===== src/rtl/core/neighbour_frame_capture_sequencer_assert.svh =====
// Assertion macros for the neighbour frame capture sequencer.
// Each macro expects a clock named clk and an active-high reset named rst in scope.
`ifndef NEIGHBOUR_FRAME_CAPTURE_SEQUENCER_ASSERT_SVH
`define NEIGHBOUR_FRAME_CAPTURE_SEQUENCER_ASSERT_SVH

// Same-cycle implication.
`define NFCS_ASSERT_NOW(label, ante, cons) \
  label: assert property (@(posedge clk) disable iff (rst) (ante) |-> (cons)) \
    else $error("nfcs assertion failed");

// Next-cycle implication.
`define NFCS_ASSERT_NEXT(label, ante, cons) \
  label: assert property (@(posedge clk) disable iff (rst) (ante) |=> (cons)) \
    else $error("nfcs assertion failed");

`endif


===== src/rtl/core/nfcs_pkg.sv =====
// Shared types and codes for the neighbour frame capture sequencer.
// No dependencies.
package nfcs_pkg;

  localparam int TOTAL_WIDTH = 32;
  localparam int TICK_WIDTH  = 32;

  typedef enum logic [1:0] {
    STAGE_IDLE   = 2'd0,
    STAGE_BEFORE = 2'd1,
    STAGE_FOLLOW = 2'd2
  } stage_t;

  localparam logic [2:0] REQ_ARM        = 3'd0;
  localparam logic [2:0] REQ_TICK_START = 3'd1;
  localparam logic [2:0] REQ_INBETWEEN  = 3'd2;
  localparam logic [2:0] REQ_FRAME_COPY = 3'd3;
  localparam logic [2:0] REQ_TICK_END   = 3'd4;

  localparam logic [1:0] SLOT_BEFORE    = 2'd0;
  localparam logic [1:0] SLOT_INBETWEEN = 2'd1;
  localparam logic [1:0] SLOT_AFTER     = 2'd2;

  localparam logic [1:0] DONE_NONE      = 2'd0;
  localparam logic [1:0] DONE_COMPLETED = 2'd1;
  localparam logic [1:0] DONE_REFUSED   = 2'd2;

  localparam logic [2:0] CAPTURE_MAX    = 3'd7;
  localparam logic [2:0] BEFORE_CAPTURES = 3'd1;
  localparam logic [2:0] ALL_CAPTURES   = 3'd3;

  typedef struct packed {
    logic [2:0]            req_type;
    logic [TICK_WIDTH-1:0] tick_number;
    logic                  capture_ok;
  } event_t;

  typedef struct packed {
    logic                   arm_granted;
    logic                   capture_request;
    logic [1:0]             capture_slot;
    logic [1:0]             sequence_done;
    logic [1:0]             current_stage;
    logic [TOTAL_WIDTH-1:0] completed_total;
    logic [TOTAL_WIDTH-1:0] refused_total;
    logic [TOTAL_WIDTH-1:0] restarted_total;
  } result_t;

endpackage


===== src/rtl/core/nfcs_in_reg.sv =====
// Input register for the capture sequencer: holds one request until the engine takes it.
// Depends on nfcs_pkg.
module nfcs_in_reg (
  input  logic                   clk,
  input  logic                   rst,
  input  logic                   in_valid,
  output logic                   in_ready,
  input  nfcs_pkg::event_t       ev_in,
  input  logic                   advance,
  output logic                   held_valid,
  output nfcs_pkg::event_t       ev_held
);
  import nfcs_pkg::*;

  logic   held;
  event_t ev_q;

  assign in_ready   = !held || advance;
  assign held_valid = held;
  assign ev_held    = ev_q;

  always_ff @(posedge clk) begin
    if (rst) begin
      held <= 1'b0;
    end else if (in_ready) begin
      held <= in_valid;
    end
  end

  always_ff @(posedge clk) begin
    if (in_valid && in_ready) begin
      ev_q <= ev_in;
    end
  end

endmodule


===== src/rtl/core/nfcs_engine.sv =====
// Sequencer state and the single-pass update for one request.
// Depends on nfcs_pkg and the assertion macro header.
`include "neighbour_frame_capture_sequencer_assert.svh"

module nfcs_engine #(
  parameter int COUNT_WIDTH = 32
) (
  input  logic              clk,
  input  logic              rst,
  input  logic              fire,
  input  nfcs_pkg::event_t  ev,
  output nfcs_pkg::result_t res
);
  import nfcs_pkg::*;

  logic                   request_pending, request_pending_next;
  stage_t                 stage, stage_next;
  stage_t                 running_stage, running_stage_next;
  logic [TICK_WIDTH-1:0]  before_tick, before_tick_next;
  logic                   capture_failed, capture_failed_next;
  logic [2:0]             capture_count, capture_count_next;
  logic [COUNT_WIDTH-1:0] completed_count, completed_count_next;
  logic [COUNT_WIDTH-1:0] refused_count, refused_count_next;
  logic [COUNT_WIDTH-1:0] restart_count, restart_count_next;

  stage_t     start_stage;
  logic       restart_hit;
  logic       cap_req;
  logic [1:0] cap_slot;
  logic [1:0] done;
  logic       granted;

  // Stage a tick start would land in.
  always_comb begin
    start_stage = stage;
    restart_hit = 1'b0;
    if (stage == STAGE_IDLE && request_pending) begin
      start_stage = STAGE_BEFORE;
    end else if (stage == STAGE_FOLLOW && ev.tick_number != before_tick + 32'd1) begin
      start_stage = STAGE_BEFORE;
      restart_hit = 1'b1;
    end
  end

  // Capture asked for by this request, if any.
  always_comb begin
    cap_req  = 1'b0;
    cap_slot = SLOT_BEFORE;
    if (ev.req_type == REQ_INBETWEEN && running_stage == STAGE_FOLLOW) begin
      cap_req  = 1'b1;
      cap_slot = SLOT_INBETWEEN;
    end else if (ev.req_type == REQ_FRAME_COPY) begin
      if (running_stage == STAGE_BEFORE) begin
        cap_req = 1'b1;
      end else if (running_stage == STAGE_FOLLOW) begin
        cap_req  = 1'b1;
        cap_slot = SLOT_AFTER;
      end
    end
  end

  always_comb begin
    request_pending_next = request_pending;
    stage_next           = stage;
    running_stage_next   = running_stage;
    before_tick_next     = before_tick;
    capture_failed_next  = capture_failed;
    capture_count_next   = capture_count;
    completed_count_next = completed_count;
    refused_count_next   = refused_count;
    restart_count_next   = restart_count;
    granted              = 1'b0;
    done                 = DONE_NONE;

    if (cap_req) begin
      if (!ev.capture_ok) begin
        capture_failed_next = 1'b1;
      end else if (capture_count != CAPTURE_MAX) begin
        capture_count_next = capture_count + 3'd1;
      end
    end

    unique case (ev.req_type)
      REQ_ARM: begin
        if (!request_pending) begin
          request_pending_next = 1'b1;
          granted              = 1'b1;
        end
      end
      REQ_TICK_START: begin
        stage_next         = start_stage;
        running_stage_next = start_stage;
        if (restart_hit && !(&restart_count)) begin
          restart_count_next = restart_count + COUNT_WIDTH'(1);
        end
        if (start_stage == STAGE_BEFORE) begin
          before_tick_next    = ev.tick_number;
          capture_failed_next = 1'b0;
          capture_count_next  = '0;
        end
      end
      REQ_TICK_END: begin
        if (running_stage == STAGE_BEFORE) begin
          running_stage_next = STAGE_IDLE;
          if (capture_failed || capture_count != BEFORE_CAPTURES) begin
            done = DONE_REFUSED;
          end else begin
            stage_next = STAGE_FOLLOW;
          end
        end else if (running_stage == STAGE_FOLLOW) begin
          running_stage_next = STAGE_IDLE;
          done = (!capture_failed && capture_count == ALL_CAPTURES) ?
                 DONE_COMPLETED : DONE_REFUSED;
        end
        if (done != DONE_NONE) begin
          stage_next           = STAGE_IDLE;
          request_pending_next = 1'b0;
        end
        if (done == DONE_COMPLETED && !(&completed_count)) begin
          completed_count_next = completed_count + COUNT_WIDTH'(1);
        end
        if (done == DONE_REFUSED && !(&refused_count)) begin
          refused_count_next = refused_count + COUNT_WIDTH'(1);
        end
      end
      default: begin
        // in-between, frame copy and unknown codes touch only the capture state
      end
    endcase
  end

  always_ff @(posedge clk) begin
    if (rst) begin
      request_pending <= 1'b0;
      stage           <= STAGE_IDLE;
      running_stage   <= STAGE_IDLE;
      before_tick     <= '0;
      capture_failed  <= 1'b0;
      capture_count   <= '0;
      completed_count <= '0;
      refused_count   <= '0;
      restart_count   <= '0;
    end else if (fire) begin
      request_pending <= request_pending_next;
      stage           <= stage_next;
      running_stage   <= running_stage_next;
      before_tick     <= before_tick_next;
      capture_failed  <= capture_failed_next;
      capture_count   <= capture_count_next;
      completed_count <= completed_count_next;
      refused_count   <= refused_count_next;
      restart_count   <= restart_count_next;
    end
  end

  logic [TOTAL_WIDTH-1:0] completed_out, refused_out, restart_out;

  generate
    if (COUNT_WIDTH >= TOTAL_WIDTH) begin : g_trunc
      assign completed_out = completed_count_next[TOTAL_WIDTH-1:0];
      assign refused_out   = refused_count_next[TOTAL_WIDTH-1:0];
      assign restart_out   = restart_count_next[TOTAL_WIDTH-1:0];
    end else begin : g_ext
      assign completed_out = {{(TOTAL_WIDTH-COUNT_WIDTH){1'b0}}, completed_count_next};
      assign refused_out   = {{(TOTAL_WIDTH-COUNT_WIDTH){1'b0}}, refused_count_next};
      assign restart_out   = {{(TOTAL_WIDTH-COUNT_WIDTH){1'b0}}, restart_count_next};
    end
  endgenerate

  always_comb begin
    res.arm_granted     = granted;
    res.capture_request = cap_req;
    res.capture_slot    = cap_slot;
    res.sequence_done   = done;
    res.current_stage   = stage_next;
    res.completed_total = completed_out;
    res.refused_total   = refused_out;
    res.restarted_total = restart_out;
  end

  `NFCS_ASSERT_NOW(a_active_needs_pending, stage != STAGE_IDLE, request_pending)
  `NFCS_ASSERT_NOW(a_running_tracks_stage, running_stage != STAGE_IDLE,
                   running_stage == stage)
  `NFCS_ASSERT_NEXT(a_completion_counted, fire && done == DONE_COMPLETED,
                    completed_count != '0 && stage == STAGE_IDLE)

endmodule


===== src/rtl/core/nfcs_out_reg.sv =====
// Result register for the capture sequencer: holds one result until downstream takes it.
// Depends on nfcs_pkg.
module nfcs_out_reg (
  input  logic              clk,
  input  logic              rst,
  input  logic              load,
  input  nfcs_pkg::result_t res_in,
  input  logic              out_ready,
  output logic              out_valid,
  output logic              free,
  output nfcs_pkg::result_t res_out
);
  import nfcs_pkg::*;

  logic    full;
  result_t res_q;

  assign free      = !full || out_ready;
  assign out_valid = full;
  assign res_out   = res_q;

  always_ff @(posedge clk) begin
    if (rst) begin
      full <= 1'b0;
    end else if (free) begin
      full <= load;
    end
  end

  always_ff @(posedge clk) begin
    if (load) begin
      res_q <= res_in;
    end
  end

endmodule


===== src/rtl/core/neighbour_frame_capture_sequencer.sv =====
// A request accepted into the input register has its result loaded into the result register
// once the result register is free; one request per cycle is sustained while out_ready is high.
// The engine computes each result combinationally between the two registers.
// Synchronous reset clears both registers' valid flags, the stage, the pending
// request and the three totals.
// Depends on nfcs_pkg, nfcs_in_reg, nfcs_engine and nfcs_out_reg.
module neighbour_frame_capture_sequencer #(
  parameter int COUNT_WIDTH = 32
) (
  input  logic        clk,
  input  logic        rst,
  input  logic        in_valid,
  output logic        in_ready,
  input  logic [2:0]  req_type,
  input  logic [31:0] tick_number,
  input  logic        capture_ok,
  output logic        out_valid,
  input  logic        out_ready,
  output logic        arm_granted,
  output logic        capture_request,
  output logic [1:0]  capture_slot,
  output logic [1:0]  sequence_done,
  output logic [1:0]  current_stage,
  output logic [31:0] completed_total,
  output logic [31:0] refused_total,
  output logic [31:0] restarted_total
);
  import nfcs_pkg::*;

  event_t  ev_in, ev_held;
  result_t res_next, res_q;
  logic    held_valid, out_free, fire;

  assign ev_in.req_type    = req_type;
  assign ev_in.tick_number = tick_number;
  assign ev_in.capture_ok  = capture_ok;

  // Advance a held request only when the result register can take its result.
  assign fire = held_valid && out_free;

  nfcs_in_reg u_in (
    .clk        (clk),
    .rst        (rst),
    .in_valid   (in_valid),
    .in_ready   (in_ready),
    .ev_in      (ev_in),
    .advance    (fire),
    .held_valid (held_valid),
    .ev_held    (ev_held)
  );

  nfcs_engine #(
    .COUNT_WIDTH (COUNT_WIDTH)
  ) u_engine (
    .clk  (clk),
    .rst  (rst),
    .fire (fire),
    .ev   (ev_held),
    .res  (res_next)
  );

  nfcs_out_reg u_out (
    .clk       (clk),
    .rst       (rst),
    .load      (fire),
    .res_in    (res_next),
    .out_ready (out_ready),
    .out_valid (out_valid),
    .free      (out_free),
    .res_out   (res_q)
  );

  assign arm_granted     = res_q.arm_granted;
  assign capture_request = res_q.capture_request;
  assign capture_slot    = res_q.capture_slot;
  assign sequence_done   = res_q.sequence_done;
  assign current_stage   = res_q.current_stage;
  assign completed_total = res_q.completed_total;
  assign refused_total   = res_q.refused_total;
  assign restarted_total = res_q.restarted_total;

endmodule

===== config.mk =====
export PLATFORM = sky130hd
export DESIGN_NAME = neighbour_frame_capture_sequencer
export DESIGN_NICKNAME = d
export VERILOG_FILES = /design/src/rtl/core/nfcs_pkg.sv /design/src/rtl/core/nfcs_in_reg.sv /design/src/rtl/core/nfcs_engine.sv /design/src/rtl/core/nfcs_out_reg.sv /design/src/rtl/core/neighbour_frame_capture_sequencer.sv
export VERILOG_INCLUDE_DIRS = /design/src /design/src/rtl/core
export SDC_FILE = /design/constraint.sdc
export NUM_CORES = 1
export LEC_CHECK = 0
export ABC_AREA = 1
export BUFFER_PORTS_ARGS = -buffer_cell sky130_fd_sc_hd__clkbuf_2
export CORE_MARGIN = 1.5
export CORE_UTILIZATION = 56
export CTS_BUF_LIST = sky130_fd_sc_hd__clkbuf_8
export DETAILED_ROUTE_END_ITERATION = 7
export PLACE_DENSITY = 0.79
export SLEW_MARGIN = 20
export SYNTH_ARGS = -nofsm -noshare
export SYNTH_HDL_FRONTEND = slang
export SYNTH_SLANG_ARGS = --single-unit

===== constraint.sdc =====
create_clock -name clk -period 4.58 [get_ports clk]
set_input_delay 0.229 -clock clk [delete_from_list [all_inputs] [get_ports clk]]
set_output_delay 0.229 -clock clk [all_outputs]
set_load 0.1 [all_outputs]

==> PnR_summary.wiki, run 1 <==
{| class="wikitable"
! Metric !! Value
|-
| Post-layout min period || 3640 ps
|-
| TritonCTS clock tree || built
|-
| Worst r2r path cells || 18
|-
| Top post-synthesis cells by area || sky130_fd_sc_hd__edfxtp_1 (29%), sky130_fd_sc_hd__dfxtp_1 (19%), sky130_fd_sc_hd__nand2_1 (12%)
|-
| Fin. max-slew vios || 0
|-
| DR vias/cell || 5.18
|-
| Peak clock frequency supported by timing || approximately 270 MHz
|-
| Power density over the cells || 354 nW/um^2
|-
| Synth warn || 0
|-
| Via count of the routed design || 12.4k
|-
| Proportion of synthesized chip area in sequential cells || 48.7%
|-
| Switching power as a share of total power || 30.9%
|-
| Metal1 wirelength || 15100 um
|-
| Sequential fraction of design power || 49.1%
|-
| Share of final-layout standard cells stronger than drive strength 1 || 13.1%
|-
| Filler instances || 2086
|-
| Maximum vdd drop || 286 uV
|-
| Estimated wirelength of the detail-placed design || around 23000 um
|-
| Top layer reached by signal wires || met4
|-
| Largest area contributor in the netlist || sky130_fd_sc_hd__edfxtp_1
|-
| Crit path max fanout || 32
|-
| Starting density of the core || 57.0%
|-
| Relative contribution of the clock network to total power || between 30% and 40%
|-
| Worst-case register-to-register setup slack || 940 ps
|-
| Post-Synthesis Cell Area || 14400 um^2
|-
| Largest net degree at the start of global routing || 123
|-
| Routed length on met3 || 2510 um
|-
| Cell Rows || 58
|-
| Clock Sinks || 279
|-
| Leading cell type by number of instances after synthesis || sky130_fd_sc_hd__nand2_1
|-
| Library cell used as clock root buffer || sky130_fd_sc_hd__clkbuf_8
|-
| Internal || 0.00406 W
|-
| Hold Path End || u_out.out_valid
|-
| Global-route congestion overflow total || 0
|-
| Net switching power || 0.00181 W
|-
| Wire length of the first global-routing pass || 55500 um
|-
| Detailed-routed wire length on met2 || 15300 um
|-
| First-pass iteration count of the detailed router || 5
|-
| Unrepaired setup endpoints after global routing || no
|-
| Startpoint of the lowest-slack register-to-register path || u_engine.before_tick[0]
|-
| Combinational fraction of design power || between 10% and 20%
|-
| Worst clock skew || between 20 and 25 ps
|-
| Average wire per standard cell || 14.1 um
|-
| Nets || between 2k and 2.5k
|-
| Share of synthesized registers carrying an async set or reset || 0%
|-
| Post-synthesis to final-layout area growth || 15.5%
|-
| Y dimension of the die || 163 um
|-
| Required time of the worst setup path || 5040 ps
|-
| Endpoint of the worst register-to-register path || u_engine.before_tick[17]
|-
| Endpoints failing setup || 0
|-
| Capturing element type of the critical path || flip-flop
|-
| Synthesized instance count || approximately 1.9k
|-
| Max-capacitance violation count || 0
|-
| Resized Gates After CTS || 0
|-
| Slew @ Worst Pin || ~1000 ps
|-
| Placed cell area || 15300 um^2
|-
| Number of register bits inferred by synthesis || 279
|-
| Dominant synthesized flop cell || sky130_fd_sc_hd__edfxtp_1
|-
| DRT antenna net count || 0
|-
| Max_slew headroom || 33.1%
|-
| Clock slew at the register clock pins of the worst setup and hold paths || 60 ps
|-
| Worst hold path depth || 2
|-
| Aggregate routed wire length || roughly 34000 um
|-
| Worst endpoint data arrival time || 4100 ps
|-
| Core area || 25200 um^2
|-
| Leakage Power || 7.52 nW
|-
| Result of the run || finished clean
|-
| Startpoint of the worst hold path || rst
|-
| Antenna cells || 0
|-
| Total Die Area || 26600 um^2
|-
| Top-Level Pins || 146
|-
| Endpoints failing hold || 0
|-
| Insertion delay to the later sink of the worst-skew pair || 580 ps
|-
| Number of buffers between clock root and the deepest sink || 3
|-
| CTS buffer count || 46
|-
| Type of the most critical hold path || input pin to flip-flop
|-
| Number of levels in the clock H-tree || 2
|-
| Vias in the first global route || 11.7k
|-
| Die outline width || between 150 and 200 um
|-
| Port bufs || about 150
|-
| Initial drt markers || 963
|-
| Count of flip-flops with a built-in enable after synthesis || 140
|-
| Startpoint kind of the worst setup timing path || flip-flop
|-
| Mapped Nets || about 1.9k
|-
| Final design instance area without fill || approximately 17000 um^2
|-
| Commonest cells in the netlist || sky130_fd_sc_hd__nand2_1 (455), sky130_fd_sc_hd__nor2_1 (258), sky130_fd_sc_hd__inv_1 (252), sky130_fd_sc_hd__edfxtp_1 (140), sky130_fd_sc_hd__dfxtp_1 (139)
|-
| TNS Setup || 0 ps
|-
| GRT Total Usage || between 20% and 30%
|-
| Final critical-path share of the clock period || 79.5%
|-
| Initial antenna violation count || 0
|-
| Distinct cells, synth || 37
|-
| Fraction of post-synthesis cell area in the top cell type by area || a little under 30%
|-
| Average footprint of a synthesized cell || 7.72 um^2
|-
| Placer's final routability congestion estimate || 0.956
|-
| Worst Setup Path Type || flip-flop to flip-flop
|-
| DRC violation count after routing || 0
|}
-- how the worst max path moves through the flow --
stage	from	endpoint	slack [ps]
after global placement	u_engine.before_tick[0]	u_engine.before_tick[1]	1130
after CTS	u_engine.before_tick[0]	u_engine.before_tick[17]	980
after global routing	u_engine.before_tick[0]	u_engine.before_tick[17]	540
after floorplan	u_out.out_valid	u_out.res_out[0]	1210
after detailed placement	u_engine.before_tick[0]	u_engine.restart_count[0]	1020
final	u_engine.before_tick[0]	u_engine.before_tick[17]	940
-- sequential cells by signal, indices dropped and copies added, names as in the netlist --
name                      cells
u_engine.before_tick         32
u_engine.capture_count        3
u_engine.capture_failed       1
u_engine.completed_count     32
u_engine.refused_count       32
u_engine.request_pending      1
u_engine.restart_count       32
u_engine.running_stage        2
u_engine.stage                2
u_in.ev_held                 36
u_in.held_valid               1
u_out.out_valid               1
u_out.res_out               104
-- kinds of logic (layout without fill, tap and decap cells) --
| group | count (synthesis) | after routing | share of synthesized area (%) |
|---|---|---|---|
| AND/OR/NAND/NOR | 942 | 942 | 28.2 |
| AO/OA/AOI/OAI | 198 | 198 | 7.03 |
| XOR/XNOR | 106 | 106 | 6.47 |
| adder cells (fa/ha/maj) | 8 | 8 | 0.697 |
| buffers and inverters | 326 | 540 | 8.91 |
| flip-flops | 279 | 279 | 48.7 |
-- area by class of cell --
cell class                      instances  area (um^2)  share of cell area, %
Clock buffer                           54          743                   4.48
Tap cell                              330          413                   2.49
Multi-Input combinational cell       1254         6100                   36.8
Inverter                              260          981                   5.92
Sequential cell                       279         6990                   42.1
Timing Repair Buffer                  194         1190                   7.17
Clock inverter                         32          165                  0.996
-- critical path, cell delays in order (launching register included) --
cell                      delay, ps
sky130_fd_sc_hd__dfxtp_1        410
sky130_fd_sc_hd__ha_1           250
sky130_fd_sc_hd__nand2_2         90
sky130_fd_sc_hd__nor2_4         210
sky130_fd_sc_hd__nand2_2        110
sky130_fd_sc_hd__nor2_4         170
sky130_fd_sc_hd__o21ai_0        100
sky130_fd_sc_hd__nor2_1         130
sky130_fd_sc_hd__nand2_1         70
sky130_fd_sc_hd__nor2_1          90
sky130_fd_sc_hd__nand3_1        100
sky130_fd_sc_hd__nor2_1         160
sky130_fd_sc_hd__nand2_2        360
sky130_fd_sc_hd__nand2_1        240
sky130_fd_sc_hd__o21ai_1        100
sky130_fd_sc_hd__nand2_2        290
sky130_fd_sc_hd__inv_2          340
sky130_fd_sc_hd__nor2_1         210
sky130_fd_sc_hd__nor2_1          80
-- stage by stage --
step	hold slack [ps]	std cells	utilization, %	total power, W	setup WS (ps)
floorplan	328	1859	-	0.00360	1210
global placement	406	2279	60.7	0.00374	1130
detailed placement	408	2279	60.7	0.00376	1020
CTS	175	2403	65.8	0.00592	980
global route	227	2403	65.8	0.00612	543
finish	207	2403	65.8	0.00587	938
-- routing by layer --
metal	global-route usage, %	vias up
li1	-	6302
met1	33.3	5692
met2	42.4	383
met3	5.97	69
met4	8.80	0
met5	0	-
-- power groups by stage --
stage / combinational (W) / sequential (W) / clock, W
after floorplan: 0.000336 / 0.00326 / 0
after global placement: 0.000814 / 0.00293 / 0
after detailed placement: 0.000828 / 0.00293 / 0
after CTS: 0.000858 / 0.00288 / 0.00218
after global routing: 0.000932 / 0.00290 / 0.00229
final: 0.000858 / 0.00288 / 0.00213
-- layout by cell type, fill, tap and decap left out, types with 5 or more instances in the layout --
cell	count
sky130_fd_sc_hd__nand2_2	9
sky130_fd_sc_hd__or2_2	6
sky130_fd_sc_hd__nor4_1	12
sky130_fd_sc_hd__nand3b_1	10
sky130_fd_sc_hd__inv_2	6
sky130_fd_sc_hd__nand3_1	86
sky130_fd_sc_hd__xnor2_1	15
sky130_fd_sc_hd__a21oi_1	76
sky130_fd_sc_hd__dlygate4sd3_1	38
sky130_fd_sc_hd__nor2_1	258
sky130_fd_sc_hd__nand2_1	454
sky130_fd_sc_hd__edfxtp_1	140
sky130_fd_sc_hd__inv_1	266
sky130_fd_sc_hd__nand4_1	54
sky130_fd_sc_hd__clkinv_2	13
sky130_fd_sc_hd__o21ai_0	109
sky130_fd_sc_hd__nor3_1	31
sky130_fd_sc_hd__clkbuf_8	54
sky130_fd_sc_hd__o21ai_1	5
sky130_fd_sc_hd__xor2_1	91
sky130_fd_sc_hd__nor2_4	9
sky130_fd_sc_hd__clkbuf_2	144
sky130_fd_sc_hd__dfxtp_1	139
sky130_fd_sc_hd__ha_1	8
sky130_fd_sc_hd__buf_4	11
-- what timing repair did --
item | 4_1_cts | 5_1_grt
hold endpoints to repair | 38 | 0
hold buffers | 38 | 0
setup buffers | 0 | 0
Power figures use the tool's default switching activity.
==> run 2, diff against run 1 <==
==> constraint.sdc (replaced) <==
create_clock -name clk -period 3.2 [get_ports clk]
set_input_delay 0.16 -clock clk [delete_from_list [all_inputs] [get_ports clk]]
set_output_delay 0.16 -clock clk [all_outputs]
set_load 0.1 [all_outputs]
==> run 2 against run 1 <==
Net effect:
- fmax increased by 25%
- total power is 47% higher
- critical path depth grew 3
- largest cell class unchanged
- critical endpoint is now u_engine.restart_count[19]
- via count is 0.78% higher
- clock-buffer cell count up 8
- core utilization up 0.88 points
==> PnR_summary.wiki, run 2 (synthesized netlist as in run 1, its figures left out) <==
{| class="wikitable"
! Metric !! Value
|-
| Final Instance Count excl. Fillers || 2417
|-
| Average wire per standard cell || 14.3 um
|-
| Initial antenna violation count || 0
|-
| Starting density of the core || 57.0%
|-
| Power density over the cells || around 520 nW/um^2
|-
| Antenna cells || 0
|-
| Worst Setup Path Type || flip-flop to flip-flop
|-
| Insertion delay to the later sink of the worst-skew pair || 570 ps
|-
| Aggregate routed wire length || 34500 um
|-
| Leakage Power || 7.61 nW
|-
| Clock slew at the register clock pins of the worst setup and hold paths || 60 ps
|-
| Top-Level Pins || around 150
|-
| Y dimension of the die || 163 um
|-
| Total Die Area || 26600 um^2
|-
| Initial drt markers || 1031
|-
| First-pass iteration count of the detailed router || 5
|-
| GR Util met2 || 43.0%
|-
| GRT Total Usage || 26.1%
|-
| Wire length of the first global-routing pass || 56100 um
|-
| Clock Sinks || 279
|-
| CTS buffer count || 47
|-
| Post-layout min period || ~2900 ps
|-
| Global-route met3 utilization || 5.28%
|-
| Max-capacitance violation count || 0
|-
| Result of the run || finished clean
|-
| Fin. max-slew vios || 0
|-
| Cell Rows || 58
|-
| Via count of the routed design || 12.5k
|-
| Nets || 2096
|-
| Post-synthesis to final-layout area growth || 17.1%
|-
| Core area || 25200 um^2
|-
| DRT antenna net count || 0
|-
| Largest net degree at the start of global routing || between 100 and 150
|-
| Peak clock frequency supported by timing || 343 MHz
|-
| DR vias/cell || 5.19
|-
| Top library cells by usage in the layout, fill and taps aside || sky130_fd_sc_hd__nand2_1 (454), sky130_fd_sc_hd__inv_1 (265), sky130_fd_sc_hd__nor2_1 (258)
|-
| Library cell used as clock root buffer || sky130_fd_sc_hd__clkbuf_8
|-
| Crit path max fanout || 15
|-
| Port bufs || approximately 150
|-
| Startpoint kind of the worst setup timing path || flip-flop
|-
| Maximum vdd drop || about 500 uV
|-
| Flip-flop count of the largest register after layout || 104
|-
| Endpoints failing setup || 0
|-
| Worst endpoint data arrival time || 3430 ps
|-
| Number of instances in the placed design || 2286
|-
| Required time of the worst setup path || between 3000 and 4000 ps
|-
| Share of final-layout standard cells stronger than drive strength 1 || 13.6%
|-
| Placer's final routability congestion estimate || 0.940
|-
| Met1 usage in global routing || 34.2%
|-
| Number of levels in the clock H-tree || 2
|-
| DRC violation count after routing || 0
|-
| Type of the most critical hold path || input pin to flip-flop
|-
| Vias in the first global route || 11.9k
|-
| Slew @ Worst Pin || 1110 ps
|-
| Endpoints failing hold || 0
|-
| Capturing element type of the critical path || flip-flop
|-
| Unrepaired setup endpoints after global routing || yes
|-
| TritonCTS clock tree || built
|-
| Global-route congestion overflow total || 0
|-
| Max_slew headroom || 26.2%
|-
| Estimated wirelength of the detail-placed design || 23400 um
|-
| Global routing's busiest layer || met2
|-
| Worst clock skew || 14.1 ps
|-
| Final critical-path share of the clock period || between 90 and 100%
|-
| Die outline width || 163 um
|-
| Leading cell type in the layout, fill and taps excluded || sky130_fd_sc_hd__nand2_1
|-
| Total power || approximately 0.0087 W
|-
| Number of buffers between clock root and the deepest sink || 3
|}
[run 2: changes by cell type in the layout (fill, tap and decap cells not counted), moves of 2 or more]
cell and change:
sky130_fd_sc_hd__buf_4 +9, sky130_fd_sc_hd__clkinv_1 +2, sky130_fd_sc_hd__clkinv_2 -10, sky130_fd_sc_hd__clkbuf_8 +8, sky130_fd_sc_hd__clkinvlp_4 +2
[run 2: metal layers]
metal  vias up  part of all wire (%)
met3        71                   7.0
li1       6328                     -
met1      5783                    45
met5         -                     0
met4         0                   2.7
met2       361                    45
[run 2: area by class of cell]
class                   count  area (um^2)
clock buffers              62          853
clock inverters            26          155
fillers                  2119         8380
inverters                 260          987
multi-input cells        1254         6110
flip-flops and latches    279         6990
well taps                 330          413
repair buffers            206         1300
[run 2: where the power goes]
group / internal [W] / switching [W]
registers: 0.00397 / 0.000158
clock network: 0.00183 / 0.00145
logic: 0.000285 / 0.000956
[run 2: timing repair]
| action | in CTS | in global routing |
|---|---|---|
| buffers inserted | 0 | 4 |
| hold endpoints to repair | 38 | 0 |
| resized for setup | 0 | 5 |
| hold buffers | 39 | 0 |
| endpoints found under the setup margin | 0 | 47 |
[run 2: per-stage QoR]
stage	setup slack, ps	hold WS [ps]	TNS [ps]	cell area, um^2	util [%]
3_5_place_dp	152	339	0	15400	61.0
5_1_grt	-31.4	276	-31.4	16800	66.7
3_3_place_gp	253	337	0	15400	61.0
4_1_cts	129	254	0	16800	66.5
2_1_floorplan	65.1	259	0	14400	-
6_report	288	295	0	16800	66.7
[run 2: critical path, cell delays in order (launching register included)]
cell and delay (ps):
sky130_fd_sc_hd__dfxtp_1 410, sky130_fd_sc_hd__ha_1 260, sky130_fd_sc_hd__nand2_2 90, sky130_fd_sc_hd__nor2_4 230, sky130_fd_sc_hd__buf_4 150, sky130_fd_sc_hd__nand2_1 50, sky130_fd_sc_hd__nand2_1 50, sky130_fd_sc_hd__nand4_1 110
sky130_fd_sc_hd__nor2_1 140, sky130_fd_sc_hd__nand2_1 70, sky130_fd_sc_hd__nor2_1 110, sky130_fd_sc_hd__nand3_1 90, sky130_fd_sc_hd__nor2_1 120, sky130_fd_sc_hd__nand2_2 110, sky130_fd_sc_hd__nand3_4 180, sky130_fd_sc_hd__buf_4 260
sky130_fd_sc_hd__nand2_1 70, sky130_fd_sc_hd__nand2_1 70, sky130_fd_sc_hd__nand2_1 70, sky130_fd_sc_hd__nand3_1 100, sky130_fd_sc_hd__nand2_1 50, sky130_fd_sc_hd__inv_1 40
[run 2: worst paths after layout]
check                                               start                         end  slack [ps]  depth (start not counted)
worst max-delay path              u_engine.before_tick[0]  u_engine.restart_count[19]         290                         21
worst min-delay path                                  rst    u_engine.before_tick[20]         290                          4
worst max register to register    u_engine.before_tick[0]  u_engine.restart_count[19]         290                         21
worst min register to register  u_engine.capture_count[2]   u_engine.capture_count[2]         470                          2
==> run 3, diff against run 2 <==
--- a/config.mk
+++ b/config.mk
@@ -13,6 +13,7 @@
 export CTS_BUF_LIST = sky130_fd_sc_hd__clkbuf_8
 export DETAILED_ROUTE_END_ITERATION = 7
 export PLACE_DENSITY = 0.79
+export SETUP_SLACK_MARGIN = 0.4
 export SLEW_MARGIN = 20
 export SYNTH_ARGS = -nofsm -noshare
 export SYNTH_HDL_FRONTEND = slang
==> run 3 against run 2 <==
Net effect:
- die area unchanged
- total power decreased by 0.58%
- sequential power hardly changed
- cell area rose by 3.2%
- clock power fell by 2%
- worst setup slack better by 240 ps
- core utilization up 2.1 points
- critical path type unchanged
==> PnR_summary.wiki, run 3 (synthesized netlist as in run 1, its figures left out) <==
{| class="wikitable"
! Metric !! Value
|-
| Max_slew headroom || between 20 and 30%
|-
| CTS buffer count || 46
|-
| Starting density of the core || a little under three fifths
|-
| Worst-case setup slack after placement || 197 ps
|-
| Global-route congestion overflow total || 0
|-
| Insertion delay to the later sink of the worst-skew pair || 580 ps
|-
| Average wire per standard cell || 14.1 um
|-
| Share of final-layout standard cells stronger than drive strength 1 || 17.5%
|-
| Required time of the worst setup path || 3500 ps
|-
| Final design instance area without fill || 17300 um^2
|-
| Internal || slightly above 0.006 W
|-
| Nets || 2123
|-
| Clock slew at the register clock pins of the worst setup and hold paths || 60 ps
|-
| TNS Setup || 0 ps
|-
| Core area || 25200 um^2
|-
| Leading cell type in the layout, fill and taps excluded || sky130_fd_sc_hd__nand2_1
|-
| Endpoints failing setup || 0
|-
| Switching power as a share of total power || 29.9%
|-
| Endpoints failing hold || 0
|-
| Y dimension of the die || 163 um
|-
| Cell family contributing the most delay on the critical path || simple AND/OR/NAND/NOR gates
|-
| Aggregate routed wire length || 34500 um
|-
| Peak clock frequency supported by timing || 375 MHz
|-
| Crit path max fanout || 8
|-
| Type of the most critical hold path || input pin to flip-flop
|-
| Power density over the cells || 496 nW/um^2
|-
| Maximum vdd drop || 417 uV
|-
| Die outline width || 163 um
|-
| Max-capacitance violation count || 0
|-
| CP max stage delay || roughly 370 ps
|-
| Wire length of the first global-routing pass || 54600 um
|-
| Worst endpoint data arrival time || 2970 ps
|-
| Startpoint kind of the worst setup timing path || flip-flop
|-
| Sequential fraction of design power || between 40% and 50%
|-
| Final critical-path share of the clock period || 83.4%
|-
| Fin. max-slew vios || 0
|-
| DRC violation count after routing || 0
|-
| Combinational fraction of design power || 14.8%
|-
| Initial drt markers || 1038
|-
| Slew @ Worst Pin || ~1100 ps
|-
| Filler instances || 1987
|-
| Buffering stage count on the worst path with inverters included || 3
|-
| GRT Total Usage || 25.2%
|-
| Leakage Power || approximately 8 nW
|-
| Placer's final routability congestion estimate || 0.919
|-
| Area of combinational cells with multiple inputs || 6330 um^2
|-
| Final setup margin || between 500 and 600 ps
|-
| Slowest cell on the critical path || sky130_fd_sc_hd__dfxtp_4
|-
| Via count of the routed design || 12.6k
|-
| Library cell used as clock root buffer || sky130_fd_sc_hd__clkbuf_8
|-
| Post-synthesis to final-layout area growth || 20.8%
|-
| TritonCTS clock tree || built
|-
| Largest net degree at the start of global routing || 96
|-
| Worst clock skew || 33.0 ps
|-
| Crit-path cells || ha_4 > nand2_4 > nor2_4 > nand2_4 > nor2_4 > buf_12 > nand2_1 > nand2_1 > nand3_1 > nand2_1 > nor2_1 > nand2_1 > nor2_1 > nand2_2 > buf_12 > nand3_4 > buf_8 > nand2_2 > nand2_1 > nand2_2 > nand2_2
|-
| Initial antenna violation count || 1
|-
| Placed cell area || around 15000 um^2
|-
| DR vias/cell || a little over 5
|-
| DRT antenna net count || 0
|-
| Number of levels in the clock H-tree || 2
|-
| Capturing element type of the critical path || flip-flop
|-
| Worst Setup Path Type || flip-flop to flip-flop
|-
| Relative contribution of the clock network to total power || a little under two fifths
|-
| Cell Rows || 58
|-
| Post-layout min period || 2670 ps
|-
| Result of the run || finished clean
|-
| Clock Sinks || between 200 and 300
|-
| Top-Level Pins || ~150
|-
| Flip-flop count of the largest register after layout || 104
|-
| Estimated wirelength of the detail-placed design || roughly 23000 um
|-
| Unrepaired setup endpoints after global routing || yes
|-
| Net switching power || 0.00257 W
|-
| Reg area || ~7000 um^2
|-
| Total Die Area || 26600 um^2
|-
| Cell repeated most along the worst path || sky130_fd_sc_hd__nand2_1
|-
| Top library cells by usage in the layout, fill and taps aside || sky130_fd_sc_hd__nand2_1 (428), sky130_fd_sc_hd__inv_1 (265), sky130_fd_sc_hd__nor2_1 (247)
|-
| First-pass iteration count of the detailed router || 6
|-
| Number of buffers between clock root and the deepest sink || 3
|-
| Vias in the first global route || 11.6k
|-
| Port bufs || 145
|}
run 3: changes by cell type in the layout (fill, tap and decap cells not counted), moves of 5 or more:
cell	delta
sky130_fd_sc_hd__nand2_1	-26
sky130_fd_sc_hd__nand2_2	+24
sky130_fd_sc_hd__buf_4	+18
sky130_fd_sc_hd__dfxtp_1	-12
sky130_fd_sc_hd__nor2_1	-11
sky130_fd_sc_hd__dfxtp_2	+10
sky130_fd_sc_hd__nand3_1	-10
sky130_fd_sc_hd__nand3_2	+9
sky130_fd_sc_hd__clkbuf_8	-6
sky130_fd_sc_hd__nor2_4	+6
sky130_fd_sc_hd__nor2_2	+5
run 3: timing repair:
item,CTS,global route
cloned,0,3
setup buffers,3,24
gates resized for setup,14,80
setup endpoints to repair,105,126
pin swaps,2,29
endpoints found under the hold margin,38,0
hold buffers,40,0
run 3: layer usage:
metal	routed length, um	part of all wire [%]	GRT usage (%)
met5	0	0	0
met4	805	2.3	8.38
met3	2260	6.6	5.13
met2	16100	47	42.1
met1	15300	44	32.7
run 3: final timing paths:
| path | startpoint | to | slack [ps] | cells after the start |
|---|---|---|---|---|
| max | u_engine.before_tick[1] | u_out.res_out[26] | 530 | 21 |
| min reg2reg | u_engine.capture_count[2] | u_engine.capture_count[2] | 470 | 2 |
| min | tick_number[13] | u_in.ev_held[14] | 310 | 2 |
| max reg2reg | u_engine.before_tick[1] | u_out.res_out[26] | 530 | 21 |
run 3: cell type report:
cell class | count | area share [%]
sequential | 279 | 40.4
multi-input combinational | 1254 | 36.5
timing repair buffer | 234 | 9.39
inverter | 260 | 5.71
clock buffer | 56 | 4.45
tap | 330 | 2.38
clock inverter | 29 | 1.11
antenna | 1 | 0.0144
run 3: worst register-to-register path, delay by kind of cell, from the launching register on:
kind	cells	cell delay, ps
buffers and inverters	3	450
DFF	1	370
adders and majority gates	1	160
and+or+nand+nor	17	1460
run 3: power by group through the flow:
stage                     clock [W]  combinational [W]  sequential (W)
after floorplan                   0           0.000482         0.00467
after global placement            0            0.00117         0.00419
after detailed placement          0            0.00119         0.00420
after CTS                   0.00327            0.00124         0.00412
after global routing        0.00343            0.00137         0.00415
final                       0.00320            0.00127         0.00413
run 3: through the flow:
| stage | std cells | total power [W] | utilization, % | hold slack, ps |
|---|---|---|---|---|
| after detailed placement | 2287 | 0.00539 | 61.1 | 339 |
| after global placement | 2287 | 0.00537 | 61.1 | 338 |
| final | 2443 | 0.00860 | 68.8 | 314 |
| after floorplan | 1859 | 0.00515 | - | 259 |
| after CTS | 2415 | 0.00864 | 66.8 | 279 |
| after global routing | 2443 | 0.00895 | 68.8 | 289 |
